### config.mk
export PLATFORM = sky130hd
export DESIGN_NAME = bmp_decimating_framebuffer_writer
export DESIGN_NICKNAME = d
export VERILOG_FILES = /design/src/bdfw_pkg.sv /design/src/bdfw_div.sv /design/src/bdfw_queue.sv /design/src/bdfw_front.sv /design/src/bdfw_back.sv /design/src/bmp_decimating_framebuffer_writer.sv
export SDC_FILE = /design/constraint.sdc
export NUM_CORES = 1
export LEC_CHECK = 0
export ABC_CLOCK_PERIOD_IN_PS = 7500
export BUFFER_PORTS_ARGS = -buffer_cell sky130_fd_sc_hd__clkbuf_2
export CAP_MARGIN = 15
export CORE_MARGIN = 4
export CORE_UTILIZATION = 59
export CTS_BUF_LIST = sky130_fd_sc_hd__clkbuf_8
export CTS_CLUSTER_SIZE = 24
export DETAILED_ROUTE_END_ITERATION = 7
export PLACE_DENSITY = 0.79
export SLEW_MARGIN = 40
export SYNTH_ARGS = -nofsm -noshare
export SYNTH_HDL_FRONTEND = slang
export SYNTH_HIERARCHICAL = 1
export SYNTH_SLANG_ARGS = --single-unit
### constraint.sdc
create_clock -name i_clk -period 7.5 [get_ports i_clk]
set_input_delay 1.5 -clock i_clk [delete_from_list [all_inputs] [get_ports i_clk]]
set_output_delay 1.5 -clock i_clk [all_outputs]
set_load 0.02 [all_outputs]
### src/bdfw_pkg.sv
// shared types, register codes and constants of the bmp framebuffer writer
// used by every module under src
package bdfw_pkg;

    localparam int HEADER_BYTES      = 54;
    localparam int DEF_SCREEN_WIDTH  = 800;
    localparam int DEF_SCREEN_HEIGHT = 480;
    localparam int DEF_QUEUE_DEPTH   = 4;

    localparam int DIV_W      = 10;
    localparam int CFG_IDX_W  = 4;
    localparam int CFG_DATA_W = 10;

    // register reset values
    localparam logic [9:0] RST_SRC_WIDTH  = 10'd800;
    localparam logic [8:0] RST_SRC_HEIGHT = 9'd480;
    localparam logic [9:0] RST_DST_WIDTH  = 10'd800;
    localparam logic [8:0] RST_DST_HEIGHT = 9'd480;
    localparam logic [9:0] RST_STEP_X     = 10'd1;
    localparam logic [8:0] RST_STEP_Y     = 9'd1;
    localparam logic [9:0] RST_POS_X      = 10'd0;
    localparam logic [8:0] RST_POS_Y      = 9'd0;

    // register indexes
    localparam logic [CFG_IDX_W-1:0] REG_SRC_WIDTH  = 4'd0;
    localparam logic [CFG_IDX_W-1:0] REG_SRC_HEIGHT = 4'd1;
    localparam logic [CFG_IDX_W-1:0] REG_DST_WIDTH  = 4'd2;
    localparam logic [CFG_IDX_W-1:0] REG_DST_HEIGHT = 4'd3;
    localparam logic [CFG_IDX_W-1:0] REG_STEP_X     = 4'd4;
    localparam logic [CFG_IDX_W-1:0] REG_STEP_Y     = 4'd5;
    localparam logic [CFG_IDX_W-1:0] REG_POS_X      = 4'd6;
    localparam logic [CFG_IDX_W-1:0] REG_POS_Y      = 4'd7;

    typedef struct packed {
        logic [7:0] data_byte;
        logic       first;
    } t_in_item;

    typedef struct packed {
        logic [18:0] write_address;
        logic [23:0] pixel_value;
        logic        last;
    } t_out_item;

    typedef struct packed {
        logic [9:0] src_width;
        logic [8:0] src_height;
        logic [9:0] dst_width;
        logic [8:0] dst_height;
        logic [9:0] step_x;
        logic [8:0] step_y;
        logic [9:0] pos_x;
        logic [8:0] pos_y;
    } t_cfg;

    // kept pixel on its way from front to back
    typedef struct packed {
        logic [8:0]  orow;
        logic [9:0]  ocol;
        logic [23:0] pixel;
        logic        last;
    } t_pix;

    typedef struct packed {
        logic             start;
        logic [DIV_W-1:0] num;
        logic [DIV_W-1:0] den;
    } t_div_req;

    typedef struct packed {
        logic             done;
        logic [DIV_W-1:0] quot;
        logic [DIV_W-1:0] rem;
    } t_div_rsp;

endpackage

### src/bdfw_div.sv
// serial restoring divider, one quotient bit per cycle
// depends on bdfw_pkg
module bdfw_div import bdfw_pkg::*; (
    input  logic     i_clk,
    input  logic     i_rst_n,
    input  t_div_req i_req,
    output t_div_rsp o_rsp
);

    localparam int CNT_W = $clog2(DIV_W + 1);

    logic [DIV_W-1:0] r_rem;
    logic [DIV_W-1:0] r_num;
    logic [DIV_W-1:0] r_den;
    logic [CNT_W-1:0] r_cnt;
    logic             r_run;
    logic             r_done;

    logic [DIV_W:0] w_trial;
    logic [DIV_W:0] w_diff;
    logic           w_ge;

    assign w_trial = {r_rem, r_num[DIV_W-1]};
    assign w_ge    = w_trial >= {1'b0, r_den};
    assign w_diff  = w_trial - {1'b0, r_den};

    always_ff @(posedge i_clk) begin
        if (!i_rst_n) begin
            r_run  <= 1'b0;
            r_done <= 1'b0;
            r_cnt  <= '0;
        end else if (i_req.start) begin
            r_rem  <= '0;
            r_num  <= i_req.num;
            r_den  <= i_req.den;
            r_cnt  <= CNT_W'(DIV_W);
            r_run  <= 1'b1;
            r_done <= 1'b0;
        end else if (r_run) begin
            r_rem  <= w_ge ? w_diff[DIV_W-1:0] : w_trial[DIV_W-1:0];
            r_num  <= {r_num[DIV_W-2:0], w_ge};
            r_cnt  <= r_cnt - CNT_W'(1);
            r_run  <= r_cnt != CNT_W'(1);
            r_done <= r_cnt == CNT_W'(1);
        end else begin
            r_done <= 1'b0;
        end
    end

    assign o_rsp.done = r_done;
    assign o_rsp.quot = r_num;
    assign o_rsp.rem  = r_rem;

    a_done_after_run: assert property (@(posedge i_clk) disable iff (!i_rst_n)
        r_done |-> $past(r_run))
        else $error("divider done without a preceding run");

endmodule

### src/bdfw_queue.sv
// short queue of kept pixels between the byte parser and the address stage
// depends on bdfw_pkg
module bdfw_queue import bdfw_pkg::*; #(
    parameter int DEPTH = DEF_QUEUE_DEPTH
) (
    input  logic i_clk,
    input  logic i_rst_n,
    input  logic i_push,
    input  t_pix i_pix,
    output logic o_full,
    input  logic i_pop,
    output logic o_valid,
    output t_pix o_pix
);

    localparam int PTR_W = (DEPTH > 1) ? $clog2(DEPTH) : 1;
    localparam int CNT_W = $clog2(DEPTH + 1);

    t_pix             r_mem [DEPTH];
    logic [PTR_W-1:0] r_wr_ptr;
    logic [PTR_W-1:0] r_rd_ptr;
    logic [CNT_W-1:0] r_count;

    assign o_full  = r_count == CNT_W'(DEPTH);
    assign o_valid = r_count != '0;
    assign o_pix   = r_mem[r_rd_ptr];

    always_ff @(posedge i_clk) begin
        if (i_push) begin
            r_mem[r_wr_ptr] <= i_pix;
        end
    end

    always_ff @(posedge i_clk) begin
        if (!i_rst_n) begin
            r_wr_ptr <= '0;
            r_rd_ptr <= '0;
            r_count  <= '0;
        end else begin
            if (i_push) begin
                r_wr_ptr <= (r_wr_ptr == PTR_W'(DEPTH - 1)) ? '0 : r_wr_ptr + PTR_W'(1);
            end
            if (i_pop) begin
                r_rd_ptr <= (r_rd_ptr == PTR_W'(DEPTH - 1)) ? '0 : r_rd_ptr + PTR_W'(1);
            end
            if (i_push && !i_pop) begin
                r_count <= r_count + CNT_W'(1);
            end else if (i_pop && !i_push) begin
                r_count <= r_count - CNT_W'(1);
            end
        end
    end

    a_no_push_full: assert property (@(posedge i_clk) disable iff (!i_rst_n)
        (r_count == CNT_W'(DEPTH)) |-> !i_push)
        else $error("push into a full pixel queue");

    a_no_pop_empty: assert property (@(posedge i_clk) disable iff (!i_rst_n)
        (r_count == '0) |-> !i_pop)
        else $error("pop from an empty pixel queue");

endmodule

### src/bdfw_front.sv
// byte parser: header skip, bgr packing, row padding, row flip and decimation
// depends on bdfw_pkg and bdfw_div
module bdfw_front import bdfw_pkg::*; (
    input  logic     i_clk,
    input  logic     i_rst_n,
    input  t_cfg     i_cfg,
    input  logic     i_cfg_valid,
    input  logic     i_cfg_wr,
    input  logic     i_valid,
    input  t_in_item i_data,
    output logic     o_stall,
    output logic     o_busy,
    output logic     o_push,
    output t_pix     o_pix,
    input  logic     i_q_full
);

    // quotient refresh sequence
    localparam logic [2:0] S_IDLE = 3'd0;
    localparam logic [2:0] S_ROW  = 3'd1;
    localparam logic [2:0] S_COL  = 3'd2;
    localparam logic [2:0] S_LAST = 3'd3;
    localparam logic [2:0] S_MUL  = 3'd4;

    localparam logic [5:0] HDR = 6'(HEADER_BYTES);

    logic [2:0]  r_state;
    logic        r_start;
    logic [5:0]  r_header_count;
    logic [11:0] r_row_byte_count;
    logic [8:0]  r_file_row;
    logic [7:0]  r_blue_hold;
    logic [7:0]  r_green_hold;
    logic [1:0]  r_byte_phase;
    logic [9:0]  r_pixel_column;
    // image row and column kept as quotient and remainder of their step
    logic [8:0]  r_row_q;
    logic [8:0]  r_row_r;
    logic [9:0]  r_col_q;
    logic [9:0]  r_col_r;
    logic [9:0]  r_jl;
    logic [9:0]  r_clast;

    t_div_req w_div_req;
    t_div_rsp w_div_rsp;

    logic [9:0]  w_sx;
    logic [8:0]  w_sy;
    logic [11:0] w_data_len;
    logic [11:0] w_row_len;
    logic [11:0] w_rbc_inc;
    logic [8:0]  w_f;
    logic        w_accept;
    logic        w_active;
    logic        w_in_data;
    logic        w_keep;
    logic [9:0]  w_dst_w_m1;
    logic [9:0]  w_jl_cap;
    logic [19:0] w_clast_prod;
    logic [9:0]  w_col_r_inc;

    assign w_sx       = (i_cfg.step_x == '0) ? 10'd1 : i_cfg.step_x;
    assign w_sy       = (i_cfg.step_y == '0) ? 9'd1 : i_cfg.step_y;
    assign w_data_len = 12'(i_cfg.src_width) * 12'd3;
    assign w_row_len  = (w_data_len + 12'd3) & ~12'd3;
    assign w_rbc_inc  = r_row_byte_count + 12'd1;
    assign w_f        = i_cfg.src_height - 9'd1 - r_file_row;

    assign o_busy   = r_state != S_IDLE;
    assign o_stall  = o_busy || i_q_full || i_cfg_valid;
    assign w_accept = i_valid && !o_stall;

    assign w_active  = (r_header_count == HDR) && (i_cfg.src_width != '0)
                     && (i_cfg.src_height != '0) && (r_file_row < i_cfg.src_height);
    assign w_in_data = r_row_byte_count < w_data_len;
    assign w_keep    = (r_row_r == '0) && (r_row_q < i_cfg.dst_height)
                     && (r_col_r == '0) && (r_col_q < i_cfg.dst_width);

    assign w_col_r_inc = r_col_r + 10'd1;

    assign w_dst_w_m1   = i_cfg.dst_width - 10'd1;
    assign w_jl_cap     = (r_jl > w_dst_w_m1) ? w_dst_w_m1 : r_jl;
    assign w_clast_prod = w_jl_cap * w_sx;

    assign o_push = w_accept && !i_data.first && w_active && w_in_data
                  && r_byte_phase[1] && w_keep;
    assign o_pix.orow  = r_row_q;
    assign o_pix.ocol  = r_col_q;
    assign o_pix.pixel = {i_data.data_byte, r_green_hold, r_blue_hold};
    assign o_pix.last  = (r_file_row == i_cfg.src_height - 9'd1) && (r_pixel_column == r_clast);

    always_comb begin
        w_div_req.start = r_start;
        w_div_req.num   = '0;
        w_div_req.den   = 10'd1;
        unique case (r_state)
            S_ROW: begin
                w_div_req.num = {1'b0, w_f};
                w_div_req.den = {1'b0, w_sy};
            end
            S_COL: begin
                w_div_req.num = r_pixel_column;
                w_div_req.den = w_sx;
            end
            S_LAST: begin
                w_div_req.num = i_cfg.src_width - 10'd1;
                w_div_req.den = w_sx;
            end
            S_IDLE, S_MUL: begin
            end
            default: begin
            end
        endcase
    end

    bdfw_div u_div (
        .i_clk   (i_clk),
        .i_rst_n (i_rst_n),
        .i_req   (w_div_req),
        .o_rsp   (w_div_rsp)
    );

    always_ff @(posedge i_clk) begin
        if (!i_rst_n) begin
            r_state          <= S_IDLE;
            r_start          <= 1'b0;
            r_header_count   <= '0;
            r_row_byte_count <= '0;
            r_file_row       <= '0;
            r_blue_hold      <= '0;
            r_green_hold     <= '0;
            r_byte_phase     <= '0;
            r_pixel_column   <= '0;
            // quotients that match the reset register values, steps of one
            r_row_q          <= RST_SRC_HEIGHT - 9'd1;
            r_row_r          <= '0;
            r_col_q          <= '0;
            r_col_r          <= '0;
            r_jl             <= RST_SRC_WIDTH - 10'd1;
            r_clast          <= RST_SRC_WIDTH - 10'd1;
        end else begin
            r_start <= 1'b0;
            unique case (r_state)
                S_IDLE: begin
                    if (i_cfg_wr) begin
                        r_state <= S_ROW;
                        r_start <= 1'b1;
                    end
                end
                S_ROW: begin
                    if (w_div_rsp.done) begin
                        r_row_q <= w_div_rsp.quot[8:0];
                        r_row_r <= w_div_rsp.rem[8:0];
                        r_state <= S_COL;
                        r_start <= 1'b1;
                    end
                end
                S_COL: begin
                    if (w_div_rsp.done) begin
                        r_col_q <= w_div_rsp.quot;
                        r_col_r <= w_div_rsp.rem;
                        r_state <= S_LAST;
                        r_start <= 1'b1;
                    end
                end
                S_LAST: begin
                    if (w_div_rsp.done) begin
                        r_jl    <= w_div_rsp.quot;
                        r_state <= S_MUL;
                    end
                end
                S_MUL: begin
                    r_clast <= w_clast_prod[9:0];
                    r_state <= S_IDLE;
                end
                default: begin
                    r_state <= S_IDLE;
                end
            endcase

            if (w_accept) begin
                if (i_data.first) begin
                    // new file: this byte is header byte zero
                    r_header_count   <= 6'd1;
                    r_row_byte_count <= '0;
                    r_file_row       <= '0;
                    r_blue_hold      <= '0;
                    r_green_hold     <= '0;
                    r_byte_phase     <= '0;
                    r_pixel_column   <= '0;
                    r_state          <= S_ROW;
                    r_start          <= 1'b1;
                end else if (r_header_count < HDR) begin
                    r_header_count <= r_header_count + 6'd1;
                end else if (w_active) begin
                    if (w_in_data) begin
                        case (r_byte_phase)
                            2'd0: begin
                                r_blue_hold  <= i_data.data_byte;
                                r_byte_phase <= 2'd1;
                            end
                            2'd1: begin
                                r_green_hold <= i_data.data_byte;
                                r_byte_phase <= 2'd2;
                            end
                            default: begin
                                r_byte_phase   <= 2'd0;
                                r_pixel_column <= r_pixel_column + 10'd1;
                                if (w_col_r_inc == w_sx) begin
                                    r_col_r <= '0;
                                    r_col_q <= r_col_q + 10'd1;
                                end else begin
                                    r_col_r <= w_col_r_inc;
                                end
                            end
                        endcase
                    end
                    if (w_rbc_inc >= w_row_len) begin
                        // end of padded row, image row moves up by one
                        r_row_byte_count <= '0;
                        r_file_row       <= r_file_row + 9'd1;
                        r_byte_phase     <= '0;
                        r_pixel_column   <= '0;
                        r_col_q          <= '0;
                        r_col_r          <= '0;
                        if (r_row_r == '0) begin
                            r_row_r <= w_sy - 9'd1;
                            r_row_q <= r_row_q - 9'd1;
                        end else begin
                            r_row_r <= r_row_r - 9'd1;
                        end
                    end else begin
                        r_row_byte_count <= w_rbc_inc;
                    end
                end
            end
        end
    end

    a_first_refresh: assert property (@(posedge i_clk) disable iff (!i_rst_n)
        (w_accept && i_data.first) |=> (r_state == S_ROW))
        else $error("first byte did not start the quotient refresh");

endmodule

### src/bdfw_back.sv
// screen placement: offset, clip, address multiply and output register
// depends on bdfw_pkg
module bdfw_back import bdfw_pkg::*; #(
    parameter int SCREEN_WIDTH  = DEF_SCREEN_WIDTH,
    parameter int SCREEN_HEIGHT = DEF_SCREEN_HEIGHT
) (
    input  logic      i_clk,
    input  logic      i_rst_n,
    input  logic [9:0] i_pos_x,
    input  logic [8:0] i_pos_y,
    input  logic      i_q_valid,
    input  t_pix      i_pix,
    output logic      o_pop,
    output logic      o_valid,
    output t_out_item o_data,
    input  logic      i_stall
);

    localparam logic [31:0] SW_U = 32'(SCREEN_WIDTH);
    localparam logic [31:0] SH_U = 32'(SCREEN_HEIGHT);

    logic        r_a_valid;
    logic        r_a_vis;
    logic [9:0]  r_a_sr;
    logic [10:0] r_a_sc;
    logic [23:0] r_a_pixel;
    logic        r_a_last;
    logic        r_b_valid;
    t_out_item   r_b_data;

    logic [9:0]  w_sr;
    logic [10:0] w_sc;
    logic        w_vis;
    logic        w_b_free;
    logic        w_a_go;
    logic        w_a_free;
    logic [31:0] w_addr;

    assign w_sr  = {1'b0, i_pos_y} + {1'b0, i_pix.orow};
    assign w_sc  = {1'b0, i_pos_x} + {1'b0, i_pix.ocol};
    assign w_vis = (32'(w_sc) < SW_U) && (32'(w_sr) < SH_U);

    assign w_b_free = !r_b_valid || !i_stall;
    // an off-screen pixel leaves stage a without a slot downstream
    assign w_a_go   = r_a_valid && (!r_a_vis || w_b_free);
    assign w_a_free = !r_a_valid || w_a_go;
    assign o_pop    = i_q_valid && w_a_free;

    assign w_addr = 32'(r_a_sr) * SW_U + 32'(r_a_sc);

    always_ff @(posedge i_clk) begin
        if (!i_rst_n) begin
            r_a_valid <= 1'b0;
            r_b_valid <= 1'b0;
        end else begin
            if (w_a_free) begin
                r_a_valid <= i_q_valid;
            end
            if (w_b_free) begin
                r_b_valid <= w_a_go && r_a_vis;
            end
        end
    end

    always_ff @(posedge i_clk) begin
        if (w_a_free) begin
            r_a_vis   <= w_vis;
            r_a_sr    <= w_sr;
            r_a_sc    <= w_sc;
            r_a_pixel <= i_pix.pixel;
            r_a_last  <= i_pix.last;
        end
        if (w_b_free) begin
            r_b_data.write_address <= w_addr[18:0];
            r_b_data.pixel_value   <= r_a_pixel;
            r_b_data.last          <= r_a_last;
        end
    end

    assign o_valid = r_b_valid;
    assign o_data  = r_b_data;

endmodule

### src/bmp_decimating_framebuffer_writer.sv
// top level: configuration registers, byte parser, pixel queue, placement stage
// depends on bdfw_pkg, bdfw_front, bdfw_queue, bdfw_back
//
//  channel   direction  handshake                       payload
//  input     in         i_valid / o_stall               i_data  (t_in_item)
//  output    out        o_valid / i_stall               o_data  (t_out_item)
//  config    in         i_cfg_valid / o_cfg_ready       i_cfg_index, i_cfg_data
//
// one byte per cycle while the pixel queue has room and no refresh runs; a kept
// pixel passes from its red byte through the queue, clip stage and address register.
// a configuration write or a byte with first set starts a quotient refresh
// on the serial divider: three divisions and one multiply, during which
// o_stall and !o_cfg_ready hold.
// reset is synchronous and needs no refresh; o_stall also rises while
// i_cfg_valid is high, and a stalled output lets the queue fill up.
module bmp_decimating_framebuffer_writer import bdfw_pkg::*; #(
    parameter int SCREEN_WIDTH  = DEF_SCREEN_WIDTH,
    parameter int SCREEN_HEIGHT = DEF_SCREEN_HEIGHT,
    parameter int QUEUE_DEPTH   = DEF_QUEUE_DEPTH
) (
    input  logic                  i_clk,
    input  logic                  i_rst_n,
    input  logic                  i_valid,
    output logic                  o_stall,
    input  t_in_item              i_data,
    output logic                  o_valid,
    input  logic                  i_stall,
    output t_out_item             o_data,
    input  logic                  i_cfg_valid,
    output logic                  o_cfg_ready,
    input  logic [CFG_IDX_W-1:0]  i_cfg_index,
    input  logic [CFG_DATA_W-1:0] i_cfg_data
);

    t_cfg r_cfg;
    logic w_cfg_fire;
    logic w_busy;
    logic w_push;
    t_pix w_push_pix;
    logic w_q_full;
    logic w_q_valid;
    t_pix w_q_pix;
    logic w_pop;

    assign o_cfg_ready = !w_busy;
    assign w_cfg_fire  = i_cfg_valid && o_cfg_ready;

    always_ff @(posedge i_clk) begin
        if (!i_rst_n) begin
            r_cfg.src_width  <= RST_SRC_WIDTH;
            r_cfg.src_height <= RST_SRC_HEIGHT;
            r_cfg.dst_width  <= RST_DST_WIDTH;
            r_cfg.dst_height <= RST_DST_HEIGHT;
            r_cfg.step_x     <= RST_STEP_X;
            r_cfg.step_y     <= RST_STEP_Y;
            r_cfg.pos_x      <= RST_POS_X;
            r_cfg.pos_y      <= RST_POS_Y;
        end else if (w_cfg_fire) begin
            unique case (i_cfg_index)
                REG_SRC_WIDTH:  r_cfg.src_width  <= i_cfg_data[9:0];
                REG_SRC_HEIGHT: r_cfg.src_height <= i_cfg_data[8:0];
                REG_DST_WIDTH:  r_cfg.dst_width  <= i_cfg_data[9:0];
                REG_DST_HEIGHT: r_cfg.dst_height <= i_cfg_data[8:0];
                REG_STEP_X:     r_cfg.step_x     <= i_cfg_data[9:0];
                REG_STEP_Y:     r_cfg.step_y     <= i_cfg_data[8:0];
                REG_POS_X:      r_cfg.pos_x      <= i_cfg_data[9:0];
                REG_POS_Y:      r_cfg.pos_y      <= i_cfg_data[8:0];
                default: begin
                end
            endcase
        end
    end

    bdfw_front u_front (
        .i_clk       (i_clk),
        .i_rst_n     (i_rst_n),
        .i_cfg       (r_cfg),
        .i_cfg_valid (i_cfg_valid),
        .i_cfg_wr    (w_cfg_fire),
        .i_valid     (i_valid),
        .i_data      (i_data),
        .o_stall     (o_stall),
        .o_busy      (w_busy),
        .o_push      (w_push),
        .o_pix       (w_push_pix),
        .i_q_full    (w_q_full)
    );

    bdfw_queue #(
        .DEPTH (QUEUE_DEPTH)
    ) u_queue (
        .i_clk   (i_clk),
        .i_rst_n (i_rst_n),
        .i_push  (w_push),
        .i_pix   (w_push_pix),
        .o_full  (w_q_full),
        .i_pop   (w_pop),
        .o_valid (w_q_valid),
        .o_pix   (w_q_pix)
    );

    bdfw_back #(
        .SCREEN_WIDTH  (SCREEN_WIDTH),
        .SCREEN_HEIGHT (SCREEN_HEIGHT)
    ) u_back (
        .i_clk     (i_clk),
        .i_rst_n   (i_rst_n),
        .i_pos_x   (r_cfg.pos_x),
        .i_pos_y   (r_cfg.pos_y),
        .i_q_valid (w_q_valid),
        .i_pix     (w_q_pix),
        .o_pop     (w_pop),
        .o_valid   (o_valid),
        .o_data    (o_data),
        .i_stall   (i_stall)
    );

endmodule
==> results of run 1 <==
[layer usage]
metal / global-route usage [%] / part of all wire [%] / up-vias
met5: 0 / 0 / -
met4: 12.2 / 5.0 / 0
met3: 5.48 / 6.8 / 220
met2: 44.0 / 47 / 811
met1: 35.7 / 41 / 9829
li1: - / - / 9267
[what timing repair did]
action / 4_1_cts / 5_1_grt
pin swaps: 0 / 6
cloned: 0 / 1
endpoints found under the setup margin: 1 / 2
setup buffers: 0 / 5
resized for setup: 2 / 30
hold buffers: 0 / 0
[critical path, delay by kind of cell (launching register included)]
family	cells	cell delay, ns
buf+inv	7	0.57
xor+xnor	4	0.70
mux	1	0.27
compound gates	3	0.43
flops	1	0.34
simple gates	6	1.32
fa+ha+maj	8	3.45
[kinds of logic after synthesis]
| group | share of synthesized area, % |
|---|---|
| compound gates | 11.1 |
| xor+xnor | 5.10 |
| fa+ha+maj | 11.5 |
| buf+inv | 4.39 |
| flops | 47.2 |
| mux | 7.57 |
| simple gates | 13.1 |
[area by class of cell]
type,instances,area (um2)
sequential,507,13100
tap,607,759
clock inverter,60,380
multi-input combinational,1692,13700
fill,3472,16000
inverter,188,707
clock buffer,92,1270
timing repair buffer,110,683
[registers in the layout (all words and copies together), names as in the netlist, 4 cells and up, named ones only]
signal and cells:
u_front/r_col_r 10, u_front/r_clast 10, u_front/r_blue_hold 8, u_front/r_row_q 9, u_front/u_div/r_rem 10, u_front/r_col_q 10, u_front/r_jl 10, u_back/r_a_sr 10
u_front/r_row_r 9, u_back/o_data 44, u_front/r_row_byte_count 12, r_cfg 76, u_front/u_div/r_num 10, u_front/r_green_hold 8, u_queue/r_mem 176, u_back/r_a_sc 11
u_front/u_div/r_den 10, u_front/r_pixel_column 10, u_front/u_div/r_cnt 4, u_front/r_header_count 6, u_front/r_file_row 9, u_back/r_a_pixel 24
[power groups by stage]
stage          clock (mW)  sequential [mW]  combinational [mW]
3_3_place_gp            0             3.07               0.450
4_1_cts              2.42             3.01               0.470
3_5_place_dp            0             3.07               0.462
6_report             2.38             3.01               0.505
5_1_grt              2.56             3.01               0.546
2_1_floorplan           0             3.07               0.326
[placed cells by master, fill, tap and decap left out, types with 26 or more instances in the layout]
cell and n:
nor3_1 34, buf_4 33, nand4_1 27, and2_1 28
a21oi_1 117, xnor2_1 105, o21ai_0 63, edfxtp_1 297
clkbuf_2 73, nor2b_1 32, a211oi_1 31, a21o_1 36
xor2_1 52, inv_1 215, clkbuf_8 92, dfxtp_1 205
and3_1 26, ha_1 197, mux2i_1 86, nand2b_1 27
nor2_1 99, nand3_1 75, nand2_1 212, fa_1 34
mux4_2 40
[how the worst min path moves through the flow]
stage	startpoint	slack [ns]	end
final	u_back/r_a_pixel[22]	0.42	u_back/o_data[23]
after global routing	u_back/r_a_sc[1]	0.43	u_back/o_data[26]
after CTS	u_back/r_a_pixel[16]	0.42	u_back/o_data[17]
after detailed placement	u_back/r_a_sc[1]	0.41	u_back/o_data[26]
after global placement	u_back/r_a_sc[0]	0.40	u_back/o_data[25]
after floorplan	u_back/r_a_last	0.40	u_back/o_data[0]
[metrics by stage]
stage,worst slack [ns],hold WS (ns),util [%]
after global placement,0.149,0.404,61.5
after detailed placement,-0.0347,0.406,61.6
after CTS,0.0736,0.422,65.1
after global routing,-0.0851,0.431,65.7
after floorplan,0.376,0.400,-
final,0.303,0.420,65.7
==> flow_metrics.env, run 1 <==
export IMPL_status="complete, no violations"
export IMPL_comb_power_share_pct=8.6
export IMPL_rows=79
export IMPL_place_area_um2=28700
export IMPL_diodes=0
export IMPL_cp_required_ns=8.07
export IMPL_die_w_um=225
export IMPL_layout_nets=2843
export IMPL_synth_edf_count=297
export IMPL_synth_common_cells="edfxtp_1, nand2_1, dfxtp_1"
export IMPL_cp_startpoint="r_cfg[48]"
export IMPL_place_gp_congestion=0.964
export IMPL_holdPathStages=0
export IMPL_overflow=0
export IMPL_dp_cells=3097
export IMPL_clock_fmax_mhz=139
export IMPL_vias_per_cell=6.18
export IMPL_synth_seq_area_share_pct=47.2
export IMPL_clkPwrFrac_pct=40.4
export IMPL_start_util_pct=59.7
export IMPL_critPathMostFrequentCell="inv_1"
export IMPL_h_tree_depth=3
export IMPL_hold_violations=0
export IMPL_syn_nets=2743
export IMPL_dr_first_iter_drc_count=1826
export IMPL_maxCapViolations=0
export IMPL_syn_cell_area_um2=27800
export IMPL_grt_pass1_wl_mm=109
export IMPL_pwr_share_seq_pct=51.0
export IMPL_critPathKind="reg2reg"
export IMPL_tightest_slew_ns=0.893
export IMPL_cts_root_buf="clkbuf_8"
export IMPL_synth_top_area_share_pct=32.1
export IMPL_p_total_mw=5.90
export IMPL_fin_crit_ns=7.20
export IMPL_grt_pass1_vias=20000
export IMPL_route_detailed_drc=0
export IMPL_synth_seq_cells=507
export IMPL_syn_avg_cell_area_um2=11.2
export IMPL_drive_gt1_share_pct=14.1
export IMPL_synth_top_cell_by_area="edfxtp_1"
export IMPL_r2r_start="r_cfg[48]"
export IMPL_async_flop_share_pct=0
export IMPL_clkLatencyLatePin_ns=0.69
export IMPL_p_sw_mw=1.48
export IMPL_grt_max_degree=50
export IMPL_globalRouteTotalUtil_pct=27.2
export IMPL_synth_most_common_cell="edfxtp_1"
export IMPL_ant_nets=0
export IMPL_area_growth_pct=10.1
export IMPL_cts_tree="done"
export IMPL_crit_path_start_kind="register"
export IMPL_hold_path_class="reg2reg"
export IMPL_numCtsBuffers=82
export IMPL_cp_arrival_ns=7.77
export IMPL_hpwl_mm=48.5
export IMPL_fin_crit_sh_pct=96.0
export IMPL_vias=20100
export IMPL_end_kind="register"
export IMPL_clk_pin_slew_ns=0.06
export IMPL_r2r_end="u_front/r_clast[9]"
export IMPL_drt_wl_total_mm=69.6
export IMPL_synth_cells=2481
export IMPL_cp_slowest_cell="fa_1"
export IMPL_cts_buffer_depth=3
export IMPL_antenna_found_initial=0
export IMPL_design_core_area_um2=46600
export IMPL_synthDistinctLibCells=109
export IMPL_slowest_delay_ns=0.58
export IMPL_power_leakage_nw=12.5
export IMPL_clkSinkCount=507
export IMPL_p_per_area_nw_per_um2=193
export IMPL_crit_end="u_front/r_clast[9]"
export IMPL_ir_worst_vdd_uv=185
export IMPL_pin_count=75
export IMPL_post_route_cell_area_um2=30600
export IMPL_fin_cells=3256
export IMPL_synthFlopType="edfxtp_1"
export IMPL_max_slew_margin_pct=40.5
export IMPL_setup_viol=0
export IMPL_dieArea_um2=50600
export IMPL_tns_ns=0
export IMPL_dr_pass1_iters=6
export IMPL_port_buffers=74
export IMPL_r2r_cells=29
export IMPL_netlist_top_cells_area="edfxtp_1, dfxtp_1, ha_1"
export IMPL_final_setup_skew_ns=0.0505
export IMPL_avgRoutedWirePerCell_um=21.4
export IMPL_switching_share_pct=25.1
export IMPL_ys_warn_count=6
export IMPL_r2r_slack_ns=0.30
export IMPL_intPower_mw=4.42
export IMPL_slew_violations=0
export IMPL_cp_max_fo=6
export IMPL_die_h_um=225
Power figures use the tool's default switching activity.
==> inputs of run 2 (changes only) <==
--- a/config.mk
+++ b/config.mk
@@ -5,6 +5,7 @@
 export SDC_FILE = /design/constraint.sdc
 export NUM_CORES = 1
 export LEC_CHECK = 0
+export ABC_AREA = 0
 export ABC_CLOCK_PERIOD_IN_PS = 7500
 export BUFFER_PORTS_ARGS = -buffer_cell sky130_fd_sc_hd__clkbuf_2
 export CAP_MARGIN = 15
@@ -17,5 +18,4 @@
 export SLEW_MARGIN = 40
 export SYNTH_ARGS = -nofsm -noshare
 export SYNTH_HDL_FRONTEND = slang
-export SYNTH_HIERARCHICAL = 1
 export SYNTH_SLANG_ARGS = --single-unit
==> constraint.sdc (replaced) <==
create_clock -name i_clk -period 7.5 [get_ports i_clk]
set_input_delay 1.5 -clock i_clk [delete_from_list [all_inputs] [get_ports i_clk]]
set_output_delay 1.5 -clock i_clk [all_outputs]
set_load 0.01 [all_outputs]
==> run 2 against run 1 <==
Against the previous run:
- synthesized cell count shrank 1.9%
- non-clock buffer count rose by 9
- wire length fell by 5.8%
- critical path depth did not move
- register-to-register slack about the same
- worst hold slack improved by 0.0020 ns
- utilization rose by 1.1 points
- worst setup slack improved by 0.0050 ns
- clock power rose by 5%
- clock-buffer cell count up 5
==> flow_metrics.env, run 2 <==
export IMPL_largest_register_ffs=176
export IMPL_max_slew_margin_pct=45.4
export IMPL_port_buffers=74
export IMPL_clkSinkCount=507
export IMPL_die_h_um=221
export IMPL_final_setup_skew_ns=0.0459
export IMPL_critical_path_top_delay_family="adder cells"
export IMPL_route_detailed_drc=0
export IMPL_final_cell_mix="edfxtp_1, inv_1, nor2_1"
export IMPL_status="complete, no violations"
export IMPL_area_growth_pct=11.1
export IMPL_p_per_area_nw_per_um2=285
export IMPL_crit_path_start_kind="register"
export IMPL_setup_viol=0
export IMPL_synth_top_area_share_pct=33.3
export IMPL_clkLatencyLatePin_ns=0.68
export IMPL_cts_tree="done"
export IMPL_cp_max_fo=8
export IMPL_power_leakage_nw=12.1
export IMPL_p_total_mw=8.47
export IMPL_netlist_top_cells_area="edfxtp_1, dfxtp_1, ha_1"
export IMPL_hpwl_mm=46.0
export IMPL_grt_pass1_vias=18900
export IMPL_drive_gt1_share_pct=13.4
export IMPL_tns_ns=0
export IMPL_clkPwrFrac_pct=29.4
export IMPL_hold_violations=0
export IMPL_synth_most_common_cell="edfxtp_1"
export IMPL_cp_arrival_ns=7.79
export IMPL_final_common_cell="edfxtp_1"
export IMPL_synth_seq_cells=507
export IMPL_drt_wl_total_mm=65.5
export IMPL_critPathMostFrequentCell="fa_1"
export IMPL_path_buf_inv=4
export IMPL_comb_power_share_pct=29.7
export IMPL_design_core_area_um2=44600
export IMPL_end_kind="register"
export IMPL_hold_path_class="reg2reg"
export IMPL_slowest_delay_ns=0.58
export IMPL_cts_buffer_depth=3
export IMPL_cp_required_ns=8.10
export IMPL_layout_nets=2803
export IMPL_maxCapViolations=0
export IMPL_overflow=0
export IMPL_pin_count=75
export IMPL_start_util_pct=60.1
export IMPL_grt_max_degree=57
export IMPL_h_tree_depth=3
export IMPL_pwr_share_seq_pct=40.9
export IMPL_synth_cells=2435
export IMPL_fin_crit_sh_pct=95.9
export IMPL_async_flop_share_pct=0
export IMPL_synthDistinctLibCells=87
export IMPL_slew_violations=0
export IMPL_rows=77
export IMPL_fin_crit_ns=7.19
export IMPL_grt_pass1_wl_mm=103
export IMPL_cts_root_buf="clkbuf_8"
export IMPL_tightest_slew_ns=0.812
export IMPL_diodes=0
export IMPL_syn_avg_cell_area_um2=11.0
export IMPL_numCtsBuffers=81
export IMPL_vias_per_cell=5.93
export IMPL_clock_fmax_mhz=139
export IMPL_place_gp_congestion=0.910
export IMPL_ys_warn_count=0
export IMPL_dr_pass1_iters=6
export IMPL_syn_cell_area_um2=26800
export IMPL_synth_seq_area_share_pct=48.9
export IMPL_ant_nets=0
export IMPL_synth_common_cells="edfxtp_1, nor2_1, dfxtp_1"
export IMPL_dieArea_um2=48900
export IMPL_critPathKind="reg2reg"
export IMPL_synthFlopType="edfxtp_1"
export IMPL_dr_first_iter_drc_count=1605
export IMPL_n_fill_cell=3255
export IMPL_clk_pin_slew_ns=0.06
export IMPL_antenna_found_initial=0
export IMPL_vias=19000
export IMPL_syn_nets=2696
export IMPL_ctsHoldBuffers=0
export IMPL_die_w_um=221
export IMPL_p_sw_mw=2.70
export IMPL_intPower_mw=5.78
export IMPL_switching_share_pct=31.8
export IMPL_globalRouteTotalUtil_pct=26.2
export IMPL_regMostFlops="u_queue.r_mem"
export IMPL_synth_top_cell_by_area="edfxtp_1"
export IMPL_synth_edf_count=297
export IMPL_cp_slowest_cell="fa_1"
export IMPL_avgRoutedWirePerCell_um=20.5
export IMPL_ir_worst_vdd_uv=641
## run 2: changes by cell type after synthesis, moves of 15 or more
cell | previous run | this run
nor2_1 | 100 | 214
a32o_1 | 16 | 0
buf_2 | 20 | 5
nor2b_1 | 33 | 15
clkbuf_1 | 51 | 79
nand3_1 | 75 | 51
a211oi_1 | 31 | 7
xnor2_1 | 107 | 125
## run 2: logic make-up (layout without fill, tap and decap cells)
group           Yosys count  after routing  synth area share [%]
fa+ha+maj               233            233                  11.8
flops                   507            507                  48.9
buf+inv                 295            471                  4.15
xor+xnor                184            184                  6.06
simple gates            702            702                  12.5
mux                     128            128                  6.91
compound gates          386            386                  9.60
## run 2: final cells by class
cell class	instances	area, um2	share of cell area, %
flip-flops and latches	507	13100	44.1
inverters	200	751	2.52
clock buffers	97	1340	4.48
multi-input cells	1633	12700	42.7
clock inverters	55	402	1.35
repair buffers	119	701	2.35
well taps	592	741	2.49
## run 2: metrics by stage
step	worst slack [ns]	util (%)	instance area (um2)	hold slack [ns]	cells
3_5_place_dp	-0.0624	62.5	27900	0.405	3041
3_3_place_gp	0.0415	62.4	27800	0.402	3039
6_report	0.308	66.8	29800	0.422	3203
2_1_floorplan	0.366	-	26800	0.400	2435
5_1_grt	-0.0904	66.8	29800	0.427	3203
4_1_cts	0.0179	66.4	29600	0.422	3195
## run 2: what timing repair did
item,4_1_cts,5_1_grt
pin swaps,1,9
setup buffers,2,7
gates resized for setup,1,17
hold endpoints to repair,0,0
setup endpoints to repair,1,1
## run 2: worst paths after layout
path / cells after the start / slack [ns] / endpoint / from
hold reg to reg: 0 / 0.42 / u_back.o_data[14] / u_back.r_a_pixel[13]
setup / recovery: 29 / 0.31 / u_front.r_clast[9] / r_cfg[47]
setup reg to reg: 29 / 0.31 / u_front.r_clast[9] / r_cfg[47]
hold / removal: 0 / 0.42 / u_back.o_data[14] / u_back.r_a_pixel[13]
## run 2: power by group through the flow
stage / logic, mW / registers (mW) / clock network, mW
floorplan: 1.85 / 3.50 / 0
global placement: 2.31 / 3.52 / 0
detailed placement: 2.46 / 3.53 / 0
CTS: 2.49 / 3.47 / 2.53
global route: 2.80 / 3.49 / 2.68
finish: 2.52 / 3.47 / 2.49
## run 2: routing by layer
metal / vias up / GRT usage (%) / wire length, um
met3: 155 / 5.18 / 4360
met4: 0 / 9.87 / 2370
met1: 9312 / 33.9 / 26700
li1: 8901 / - / -
met2: 641 / 44.2 / 32100
met5: - / 0 / 0
